**src/sv/assert_macros.svh**
```systemverilog
// Assertion macros shared by the resonator cascade RTL.
// Included by modules that carry concurrent checks; no other dependencies.
`ifndef ASSERT_MACROS_SVH
`define ASSERT_MACROS_SVH

// Same-cycle implication, disabled while reset is asserted
`define ZDF_ASSERT_IMP(lbl, ck, rst_n, ante, cons, msg) \
	lbl: assert property (@(posedge ck) disable iff (!rst_n) (ante) |-> (cons)) \
		else $error(msg);

// Next-cycle implication, disabled while reset is asserted
`define ZDF_ASSERT_NXT(lbl, ck, rst_n, ante, cons, msg) \
	lbl: assert property (@(posedge ck) disable iff (!rst_n) (ante) |=> (cons)) \
		else $error(msg);

`endif

```
**src/sv/zdfrc_pkg.sv**
```systemverilog
// Package for the resonator cascade: coefficient register layout,
// configuration port sizes and default parameter values. No dependencies.
`timescale 1ns / 1ps
`default_nettype none

package zdfrc_pkg;

	// Default sizes handed to the top level
	localparam int SECTIONS_DEF    = 8;
	localparam int SAMPLE_BITS_DEF = 16;
	localparam int STATE_BITS_DEF  = 32;

	// Coefficient register file
	localparam int MAX_SECTIONS = 8;
	localparam int CIDX_W       = 3;
	localparam int COEF_W       = 56;
	localparam int CFG_DATA_W   = 64;
	localparam int CFG_ADDR_W   = 6;
	localparam int CFG_LSB      = 3;
	localparam int FIELD_W      = 18;

	// Reset value: bypass set, everything else zero
	localparam logic [COEF_W-1:0] COEF_RESET = {1'b1, {(COEF_W-1){1'b0}}};

	// Packed coefficient layout, MSB first
	typedef struct packed {
		logic               bypass;
		logic               anti;
		logic [FIELD_W-1:0] k1;
		logic [FIELD_W-1:0] damp;
		logic [FIELD_W-1:0] g;
	} coef_t;

endpackage

`default_nettype wire

```
**src/sv/zdf_resonator_cascade.sv**
```systemverilog
// Resonator cascade top level: sequencer, shared multiplier, state memory.
// Depends on zdfrc_pkg and assert_macros.svh.
//
//  channel  signals                                        direction   meaning
//  in       in_valid, in_stall, sample_in                  to block    one sample request
//  out      out_valid, out_stall, sample_out, saturated    from block  one filtered sample
//  cfg      psel, penable, pwrite, paddr, pwdata, prdata   both        coef regs, 8 bytes apart
//
// A sample passes the sequencer steps once per section, with the one shared
// multiplier doing the products: four dependent products per active section, each
// registered before its result is used; a bypassed section takes no products.
// Reset clears control, the state valid bits and the coefficient valid bits; no
// clearing pass. A new request is taken while the previous result waits in the
// output register; a finished sample waits in its last step while that register
// is still held by out_stall.
`timescale 1ns / 1ps
`default_nettype none

`include "assert_macros.svh"

module zdf_resonator_cascade
	import zdfrc_pkg::*;
#(
	parameter int SECTIONS    = SECTIONS_DEF,
	parameter int SAMPLE_BITS = SAMPLE_BITS_DEF,
	parameter int STATE_BITS  = STATE_BITS_DEF
) (
	input  logic                          clk,
	input  logic                          arst_n,
	// sample input
	input  logic                          in_valid,
	output logic                          in_stall,
	input  logic signed [SAMPLE_BITS-1:0] sample_in,
	// sample output
	output logic                          out_valid,
	input  logic                          out_stall,
	output logic signed [SAMPLE_BITS-1:0] sample_out,
	output logic                          saturated,
	// configuration
	input  logic                          psel,
	input  logic                          penable,
	input  logic                          pwrite,
	input  logic [CFG_ADDR_W-1:0]         paddr,
	input  logic [CFG_DATA_W-1:0]         pwdata,
	output logic [CFG_DATA_W-1:0]         prdata,
	output logic                          pready
);

	localparam int SB    = STATE_BITS;
	localparam int SMB   = SAMPLE_BITS;
	localparam int AW    = SB + 8;
	localparam int PW    = SB + FIELD_W + 1;
	localparam int DIFF  = (SB - 8) - (SMB - 1);
	localparam int SEC_W = (SECTIONS > 1) ? $clog2(SECTIONS) : 1;
	localparam logic [SEC_W-1:0] SEC_LAST = SEC_W'(SECTIONS - 1);

	localparam logic signed [AW-1:0] ST_HI  = {{(AW-SB+1){1'b0}}, {(SB-1){1'b1}}};
	localparam logic signed [AW-1:0] ST_LO  = {{(AW-SB+1){1'b1}}, {(SB-1){1'b0}}};
	localparam logic signed [AW-1:0] OUT_HI = {{(AW-SMB+1){1'b0}}, {(SMB-1){1'b1}}};
	localparam logic signed [AW-1:0] OUT_LO = {{(AW-SMB+1){1'b1}}, {(SMB-1){1'b0}}};
	localparam logic signed [PW:0]   HALF14 = (PW+1)'(1) << 13;
	localparam logic signed [PW:0]   HALF18 = (PW+1)'(1) << 17;

	typedef enum logic [3:0] {
		ST_IDLE, ST_READ, ST_LOAD, ST_U, ST_MK, ST_V0,
		ST_MG0, ST_V1, ST_MG1, ST_V2, ST_WB, ST_OUT
	} state_t;

	function automatic logic signed [SB-1:0] sat_st(input logic signed [AW-1:0] v);
		if (v > ST_HI) return ST_HI[SB-1:0];
		if (v < ST_LO) return ST_LO[SB-1:0];
		return v[SB-1:0];
	endfunction

	function automatic logic clip_st(input logic signed [AW-1:0] v);
		return (v > ST_HI) || (v < ST_LO);
	endfunction

	// ---------------------------------------------------------------
	// Control registers
	state_t                state_q;
	logic [SEC_W-1:0]      sec_q;
	logic                  out_valid_q;
	logic signed [SMB-1:0] sample_out_q;
	logic                  saturated_q;

	// Datapath registers
	logic signed [SB-1:0]  x_q, s1_q, s2_q, u_q, v0_q, v1_q, v2_q;
	logic signed [AW-1:0]  gv0_q, gv1_q;
	logic [FIELD_W-1:0]    g_q, k1_q;
	logic                  anti_q;
	logic                  sat_q;
	logic signed [PW-1:0]  prod_s1;

	// Memories and their read registers
	logic [COEF_W-1:0]     coef_mem [MAX_SECTIONS];
	logic [MAX_SECTIONS-1:0] coef_valid_q;
	logic [COEF_W-1:0]     co_rdata_q, co_pdata_q;
	logic                  co_rvalid_q, co_pvalid_q;
	logic [2*SB-1:0]       state_mem [SECTIONS];
	logic [SECTIONS-1:0]   st_valid_q;
	logic [2*SB-1:0]       st_rdata_q;
	logic                  st_rvalid_q;

	// Combinational
	logic                  in_acc, out_acc, cfg_we, st_we, skip, last_sec, out_free;
	logic                  out_load;
	coef_t                 cf;
	logic signed [SB-1:0]  s1_rd, s2_rd, x_in;
	logic signed [SB-1:0]  mul_a;
	logic [FIELD_W-1:0]    mul_c;
	logic signed [PW:0]    prod_ext, r14_sum, r18_sum;
	logic signed [AW-1:0]  r14, r18;
	logic signed [AW-1:0]  u_sum, v1_sum, v2_sum, s1n_sum, s2n_sum, y_sum, conv;
	logic                  conv_clip;
	logic signed [SMB-1:0] conv_sat;

	assign in_acc   = in_valid && !in_stall;
	assign out_acc  = out_valid_q && !out_stall;
	assign out_free = !out_valid_q || !out_stall;
	assign out_load = (state_q == ST_OUT) && out_free;
	assign cfg_we   = psel && penable && pwrite && pready;
	assign in_stall = (state_q != ST_IDLE);
	assign last_sec = (sec_q == SEC_LAST);
	assign st_we    = (state_q == ST_WB);

	assign out_valid  = out_valid_q;
	assign sample_out = sample_out_q;
	assign saturated  = saturated_q;
	assign pready     = 1'b1;
	assign prdata     = CFG_DATA_W'(co_pvalid_q ? co_pdata_q : COEF_RESET);

	// Entries never written read as reset values
	assign cf    = coef_t'(co_rvalid_q ? co_rdata_q : COEF_RESET);
	assign s1_rd = st_rvalid_q ? st_rdata_q[SB-1:0]    : '0;
	assign s2_rd = st_rvalid_q ? st_rdata_q[2*SB-1:SB] : '0;
	assign skip  = cf.bypass || (cf.g == '0);

	// ---------------------------------------------------------------
	// Input alignment to the internal Q8 format
	generate
		if (DIFF >= 0) begin : gen_in_shl
			assign x_in = SB'(AW'(sample_in) <<< DIFF);
		end else begin : gen_in_shr
			localparam int RS = -DIFF;
			localparam logic signed [AW-1:0] IN_HALF = AW'(1) << (RS - 1);
			logic signed [AW-1:0] in_sum;
			assign in_sum = AW'(sample_in) + IN_HALF;
			assign x_in   = SB'(in_sum >>> RS);
		end
	endgenerate

	// Output conversion to the sample format
	generate
		if (DIFF > 0) begin : gen_out_shr
			localparam logic signed [AW-1:0] OUT_HALF = AW'(1) << (DIFF - 1);
			logic signed [AW-1:0] out_sum;
			assign out_sum = AW'(x_q) + OUT_HALF;
			assign conv    = out_sum >>> DIFF;
		end else if (DIFF == 0) begin : gen_out_eq
			assign conv = AW'(x_q);
		end else begin : gen_out_shl
			assign conv = AW'(x_q) <<< (-DIFF);
		end
	endgenerate

	always_comb begin
		conv_clip = (conv > OUT_HI) || (conv < OUT_LO);
		if (conv > OUT_HI) begin
			conv_sat = OUT_HI[SMB-1:0];
		end else if (conv < OUT_LO) begin
			conv_sat = OUT_LO[SMB-1:0];
		end else begin
			conv_sat = conv[SMB-1:0];
		end
	end

	// ---------------------------------------------------------------
	// Shared multiplier operand select
	always_comb begin
		case (state_q)
			ST_LOAD: begin
				mul_a = s1_rd;
				mul_c = cf.damp;
			end
			ST_MK: begin
				mul_a = u_q;
				mul_c = k1_q;
			end
			ST_MG0: begin
				mul_a = v0_q;
				mul_c = g_q;
			end
			ST_MG1: begin
				mul_a = v1_q;
				mul_c = g_q;
			end
			default: begin
				mul_a = '0;
				mul_c = '0;
			end
		endcase
	end

	// Product rounding, half up, in the signal operand's format
	assign prod_ext = (PW+1)'(prod_s1);
	assign r14_sum  = prod_ext + HALF14;
	assign r18_sum  = prod_ext + HALF18;
	assign r14      = AW'(r14_sum >>> 14);
	assign r18      = AW'(r18_sum >>> 18);

	// Section adders
	assign u_sum   = AW'(x_q) - r14 - AW'(s2_q);
	assign v1_sum  = AW'(s1_q) + r14;
	assign v2_sum  = AW'(s2_q) + r14;
	assign s1n_sum = AW'(v1_q) + gv0_q;
	assign s2n_sum = AW'(v2_q) + gv1_q;
	assign y_sum   = AW'(x_q) - AW'(v0_q);

	// ---------------------------------------------------------------
	// Sequencer and registered outputs
	always_ff @(posedge clk or negedge arst_n) begin
		if (!arst_n) begin
			state_q      <= ST_IDLE;
			sec_q        <= '0;
			out_valid_q  <= 1'b0;
			sample_out_q <= '0;
			saturated_q  <= 1'b0;
			st_valid_q   <= '0;
			coef_valid_q <= '0;
		end else begin
			// A new result replaces the one leaving in the same cycle
			if (out_load) begin
				out_valid_q <= 1'b1;
			end else if (out_acc) begin
				out_valid_q <= 1'b0;
			end
			if (cfg_we) begin
				coef_valid_q[paddr[CFG_LSB +: CIDX_W]] <= 1'b1;
			end
			if (st_we) begin
				st_valid_q[sec_q] <= 1'b1;
			end
			case (state_q)
				ST_IDLE: begin
					if (in_acc) begin
						sec_q   <= '0;
						state_q <= ST_READ;
					end
				end
				ST_READ: state_q <= ST_LOAD;
				ST_LOAD: begin
					if (!skip) begin
						state_q <= ST_U;
					end else if (last_sec) begin
						state_q <= ST_OUT;
					end else begin
						sec_q   <= sec_q + SEC_W'(1);
						state_q <= ST_READ;
					end
				end
				ST_U:   state_q <= ST_MK;
				ST_MK:  state_q <= ST_V0;
				ST_V0:  state_q <= ST_MG0;
				ST_MG0: state_q <= ST_V1;
				ST_V1:  state_q <= ST_MG1;
				ST_MG1: state_q <= ST_V2;
				ST_V2:  state_q <= ST_WB;
				ST_WB: begin
					if (last_sec) begin
						state_q <= ST_OUT;
					end else begin
						sec_q   <= sec_q + SEC_W'(1);
						state_q <= ST_READ;
					end
				end
				ST_OUT: begin
					if (out_free) begin
						sample_out_q <= conv_sat;
						saturated_q  <= sat_q | conv_clip;
						state_q      <= ST_IDLE;
					end
				end
				default: state_q <= ST_IDLE;
			endcase
		end
	end

	// Section datapath
	always_ff @(posedge clk) begin
		prod_s1 <= mul_a * $signed({1'b0, mul_c});
		case (state_q)
			ST_IDLE: begin
				if (in_acc) begin
					x_q   <= x_in;
					sat_q <= 1'b0;
				end
			end
			ST_LOAD: begin
				s1_q   <= s1_rd;
				s2_q   <= s2_rd;
				g_q    <= cf.g;
				k1_q   <= cf.k1;
				anti_q <= cf.anti;
			end
			ST_U: begin
				u_q   <= sat_st(u_sum);
				sat_q <= sat_q | clip_st(u_sum);
			end
			ST_V0: begin
				v0_q  <= sat_st(r18);
				sat_q <= sat_q | clip_st(r18);
			end
			ST_V1: begin
				gv0_q <= r14;
				v1_q  <= sat_st(v1_sum);
				sat_q <= sat_q | clip_st(v1_sum);
			end
			ST_V2: begin
				gv1_q <= r14;
				v2_q  <= sat_st(v2_sum);
				sat_q <= sat_q | clip_st(v2_sum);
			end
			ST_WB: begin
				x_q   <= anti_q ? sat_st(y_sum) : v0_q;
				sat_q <= sat_q | clip_st(s1n_sum) | clip_st(s2n_sum)
					| (anti_q & clip_st(y_sum));
			end
			default: begin
			end
		endcase
	end

	// Integrator state memory: read every cycle at the current section,
	// written back once per active section. One section is in flight at a
	// time; the read made in the write-back step returns the old entry, unused.
	always_ff @(posedge clk) begin
		if (st_we) begin
			state_mem[sec_q] <= {sat_st(s2n_sum), sat_st(s1n_sum)};
		end
		st_rdata_q  <= state_mem[sec_q];
		st_rvalid_q <= st_valid_q[sec_q];
	end

	// Coefficient memory: bus write port, bus read port, sequencer read port
	always_ff @(posedge clk) begin
		if (cfg_we) begin
			coef_mem[paddr[CFG_LSB +: CIDX_W]] <= pwdata[COEF_W-1:0];
		end
		co_pdata_q  <= coef_mem[paddr[CFG_LSB +: CIDX_W]];
		co_pvalid_q <= coef_valid_q[paddr[CFG_LSB +: CIDX_W]];
		co_rdata_q  <= coef_mem[CIDX_W'(sec_q)];
		co_rvalid_q <= coef_valid_q[CIDX_W'(sec_q)];
	end

	// ---------------------------------------------------------------
	// Checks
	`ZDF_ASSERT_NXT(a_accept_starts, clk, arst_n, in_acc, state_q == ST_READ,
		"request not started")
	`ZDF_ASSERT_NXT(a_out_waits, clk, arst_n, (state_q == ST_OUT) && !out_free,
		state_q == ST_OUT, "result overwrote held output")
	`ZDF_ASSERT_IMP(a_sec_range, clk, arst_n, state_q != ST_IDLE, sec_q <= SEC_LAST,
		"section index out of range")
	`ZDF_ASSERT_IMP(a_sec_step, clk, arst_n,
		(state_q == ST_READ) && ($past(state_q) != ST_IDLE),
		sec_q == $past(sec_q) + SEC_W'(1), "section skipped")

endmodule

`default_nettype wire

```
**config.mk**
```make
export PLATFORM = sky130hd
export DESIGN_NAME = zdf_resonator_cascade
export DESIGN_NICKNAME = d
export VERILOG_FILES = /design/src/sv/zdfrc_pkg.sv /design/src/sv/zdf_resonator_cascade.sv
export VERILOG_INCLUDE_DIRS = /design/src /design/src/sv
export SDC_FILE = /design/constraint.sdc
export NUM_CORES = 2
export LEC_CHECK = 0
export BUFFER_PORTS_ARGS = -buffer_cell sky130_fd_sc_hd__buf_2
export CORE_MARGIN = 2
export CORE_UTILIZATION = 25
export CTS_CLUSTER_SIZE = 10
export DETAILED_ROUTE_END_ITERATION = 16
export SLEW_MARGIN = 20
export SYNTH_ARGS = -nofsm -noshare
export SYNTH_HDL_FRONTEND = slang
export SYNTH_SLANG_ARGS = --single-unit
```
**constraint.sdc**
```tcl
create_clock -name clk -period 10.8 [get_ports clk]
set_input_delay 2.16 -clock clk [delete_from_list [all_inputs] [get_ports clk]]
set_output_delay 2.16 -clock clk [all_outputs]
set_load 0.005 [all_outputs]
```
==> impl_metrics.ini <==
[run_status]
outcome = complete, no violations

[logic_synthesis]
async_flop_share_pct = 2.635
postSynthAreaPerCell_sq_um = 11.38
syn_area_sq_um = 91850
ys.flop_type = edfxtp_1
yosysWarnings = 0
syn_inst = 8069
synth-seq-area-share_pct = 48.28
synth_seq_cells = 1556
synth-edff-count = 1298
ys_types = 97

[clock_tree]
ctsHoldBuffers = 0
cts_tree = built
numCtsBuffers = 189
clockBufferDepth = 4
cts_setup_buffers = 0
clock_latency_ns = 0.88
cts_resized = 0
htreeDepth = 4
root_buffer = clkbuf_16
path_clk_slew_ns = 0.06
clock-sinks = 1556

[pwr]
pwr-share-seq_pct = 32.8
pwr-share-clk_pct = 23.3
power_uw = 25180
p_leak_uw = 0.03973
power.switching_uw = 10360
sw_frac_of_total_pct = 41.17
intPower_uw = 14810
p_per_area_nw_per_um2 = 241.6
power_frac_comb_pct = 43.9
ir_worst_vdd_uv = 174.4

[place]
pre_cts_ws_ns = 1.069
gp_congestion = 0.9200
dp_hpwl_um = 201600
portBuffers = 156
dpl.cell_count = 12779

[global_routing]
antenna_found_initial = 38
gr-total-overflow = 0
grt_max_degree = 123
grt_pass1_vias = 64239
grt_usage_pct = 15.47
grt_pass1_wl_um = 432600

[worst_setup_path]
endpoint_kind = flop
crit_slowest_cell = or4b_2
start_kind = flop
max_stage_delay_ns = 0.79
worstSetupPathType = reg -> reg
crit_required_ns = 11.49
r2r_setup_slack_ns = 0.99
crit_fanout = 25
arrival_ns = 10.50

[floorplanning]
start_util_pct = 25.11
dieArea_sq_um = 372300
fp.dieH_um = 610.1
core-area_sq_um = 365800
ioPinCount = 177
die_w_um = 610.1
rows = 222

[final_layout]
layout.cells.non_filler = 13137
final_layout_size_suffix_gt1_share_pct = 7.939
areaGrowthSynthToFinish_pct = 13.45
layout_commonest_cell = edfxtp_1
nFillCells = 37449
final_cell_mix = edfxtp_1, inv_1, a22oi_1
nNetsFinal = 9232

[sta]
rsz0062_at_grt = no
period_needed_ns = 9.810
setup_slack_ns = 0.9896
fin_crit_sh_pct = 90.84
finalHoldViolCount = 0
worst_pin_slew_ns = 1.158
max_freq_mhz = 101.9
tns_ns = 0
skew_ns = 0.1083
slew_headroom_pct = 22.80
setup_viol = 0
drv_slew = 0

[routing]
drtIter0Drc = 7195
vias = 65726
drt_wl_total_um = 295400
wire_per_inst_um = 22.49
final_antenna_net_count = 0
first_pass_iters = 6
drcViolationCount = 0
viasPerCell = 5.003

[run]
drv_cap = 0

[worst_hold_path]
hold_class = reg -> reg
## flip-flops by register name, summed over array words and instances (netlist names), 8 cells and up
| signal | count |
|---|---|
| co_pdata_q | 56 |
| u_q | 32 |
| coef_mem | 448 |
| coef_valid_q | 8 |
| gv0_q | 38 |
| sample_out | 16 |
| st_valid_q | 8 |
| st_rdata_q | 64 |
| v1_q | 32 |
| k1_q | 18 |
| s1_q | 32 |
| x_q | 32 |
| prod_s1 | 38 |
| state_mem | 512 |
| v2_q | 32 |
| s2_q | 32 |
| v0_q | 32 |
| gv1_q | 38 |
| g_q | 18 |
| co_rdata_q | 56 |
## metrics by stage
step           cell area, sq um  util, %  hold WS [ns]
3_5_place_dp              98520    26.93        0.4553
6_report                 104200    28.48        0.4194
5_1_grt                  104200    28.48        0.4498
2_1_floorplan             91880        -        0.4400
4_1_cts                  104100    28.47        0.4204
3_3_place_gp              98510    26.93        0.4514
## routing by layer
layer  part of all wire [%]  up-vias  track usage, %
met1                     43    33026           21.73
met3                    8.9      557           2.494
met4                    3.9       14           5.776
met5                  0.032        -               0
met2                     44     3138           23.88
li1                       -    28991               -
## worst max-delay path, delay by kind of cell (launching register included)
| kind | cells | cell delay [ns] |
|---|---|---|
| AO/OA/AOI/OAI | 11 | 2.26 |
| XOR/XNOR | 1 | 0.13 |
| adder cells (fa/ha/maj) | 7 | 2.87 |
| buffers and inverters | 9 | 1.35 |
| flip-flops | 1 | 0.37 |
| AND/OR/NAND/NOR | 5 | 2.65 |
## final cells by class
cell class                 count  area (sq um)  area share, %
antenna                       20         50.05        0.04803
clock buffer                 321          5359          5.143
clock inverter                17         269.0         0.2582
inverter                     903          3395          3.258
multi-input combinational   5194         42790          41.07
sequential                  1556         44350          42.56
tap                         4816          6026          5.783
timing repair buffer         310          1962          1.883
## synth_stat cells, types with 33 or more instances
master | number | share of area (%)
edfxtp_1 | 1298 | 42
inv_1 | 902 | 3.7
a22oi_1 | 782 | 6.4
fa_1 | 591 | 13
nor2_1 | 591 | 2.4
nand2_1 | 421 | 1.7
ha_1 | 394 | 5.4
clkbuf_1 | 383 | 1.6
o21ai_0 | 318 | 1.7
a21oi_1 | 300 | 1.6
nand4_1 | 233 | 1.6
and2_1 | 218 | 1.5
dfxtp_1 | 217 | 4.7
xnor2_1 | 173 | 1.6
a21o_1 | 165 | 1.3
xor2_1 | 152 | 1.4
nand3_1 | 81 | 0.44
nor3_1 | 62 | 0.34
o21bai_1 | 53 | 0.43
nand2b_1 | 49 | 0.33
o21a_1 | 44 | 0.36
dfrtp_1 | 41 | 1.1
or2_2 | 41 | 0.28
and3_1 | 40 | 0.27
a211oi_1 | 37 | 0.30
nor2b_1 | 35 | 0.24
a31oi_1 | 34 | 0.23
o211ai_1 | 33 | 0.27
## power groups by stage
stage	combinational [uW]	clock [uW]	sequential [uW]
6_report	11100	5870	8250
5_1_grt	12100	6180	8290
4_1_cts	10900	5960	8220
3_5_place_dp	10800	0	8340
3_3_place_gp	10800	0	8330
2_1_floorplan	7380	0	7980
## path summary, 6_finish.rpt
check,from,to,cells past startpoint
min in group asynchronous,arst_n,coef_valid_q[6],2
worst max-delay path,state_q[0],prod_s1[39],33
worst min register to register,state_mem[1][53],st_rdata_q[53],2
max in group asynchronous,arst_n,state_q[1],2
worst min-delay path,state_mem[1][53],st_rdata_q[53],2
worst max register to register,state_q[0],prod_s1[39],33
## logic make-up (layout without fill, tap and decap cells)
logic type                 count (synthesis)  count (layout)  share of synthesized area [%]
DFF                                     1556            1556                          48.28
AOI/OAI and AO/OA                       1966            1966                          14.56
adders and majority gates                997             997                          18.38
and+or+nand+nor                         1887            1887                          10.08
xor gates and xnor gates                 326             326                          3.117
buffers and inverters                   1326            1551                          5.471
other                                      2              29                       0.008176
muxes                                      9               9                        0.09944
No activity file was read; power rests on OpenSTA's default activity.
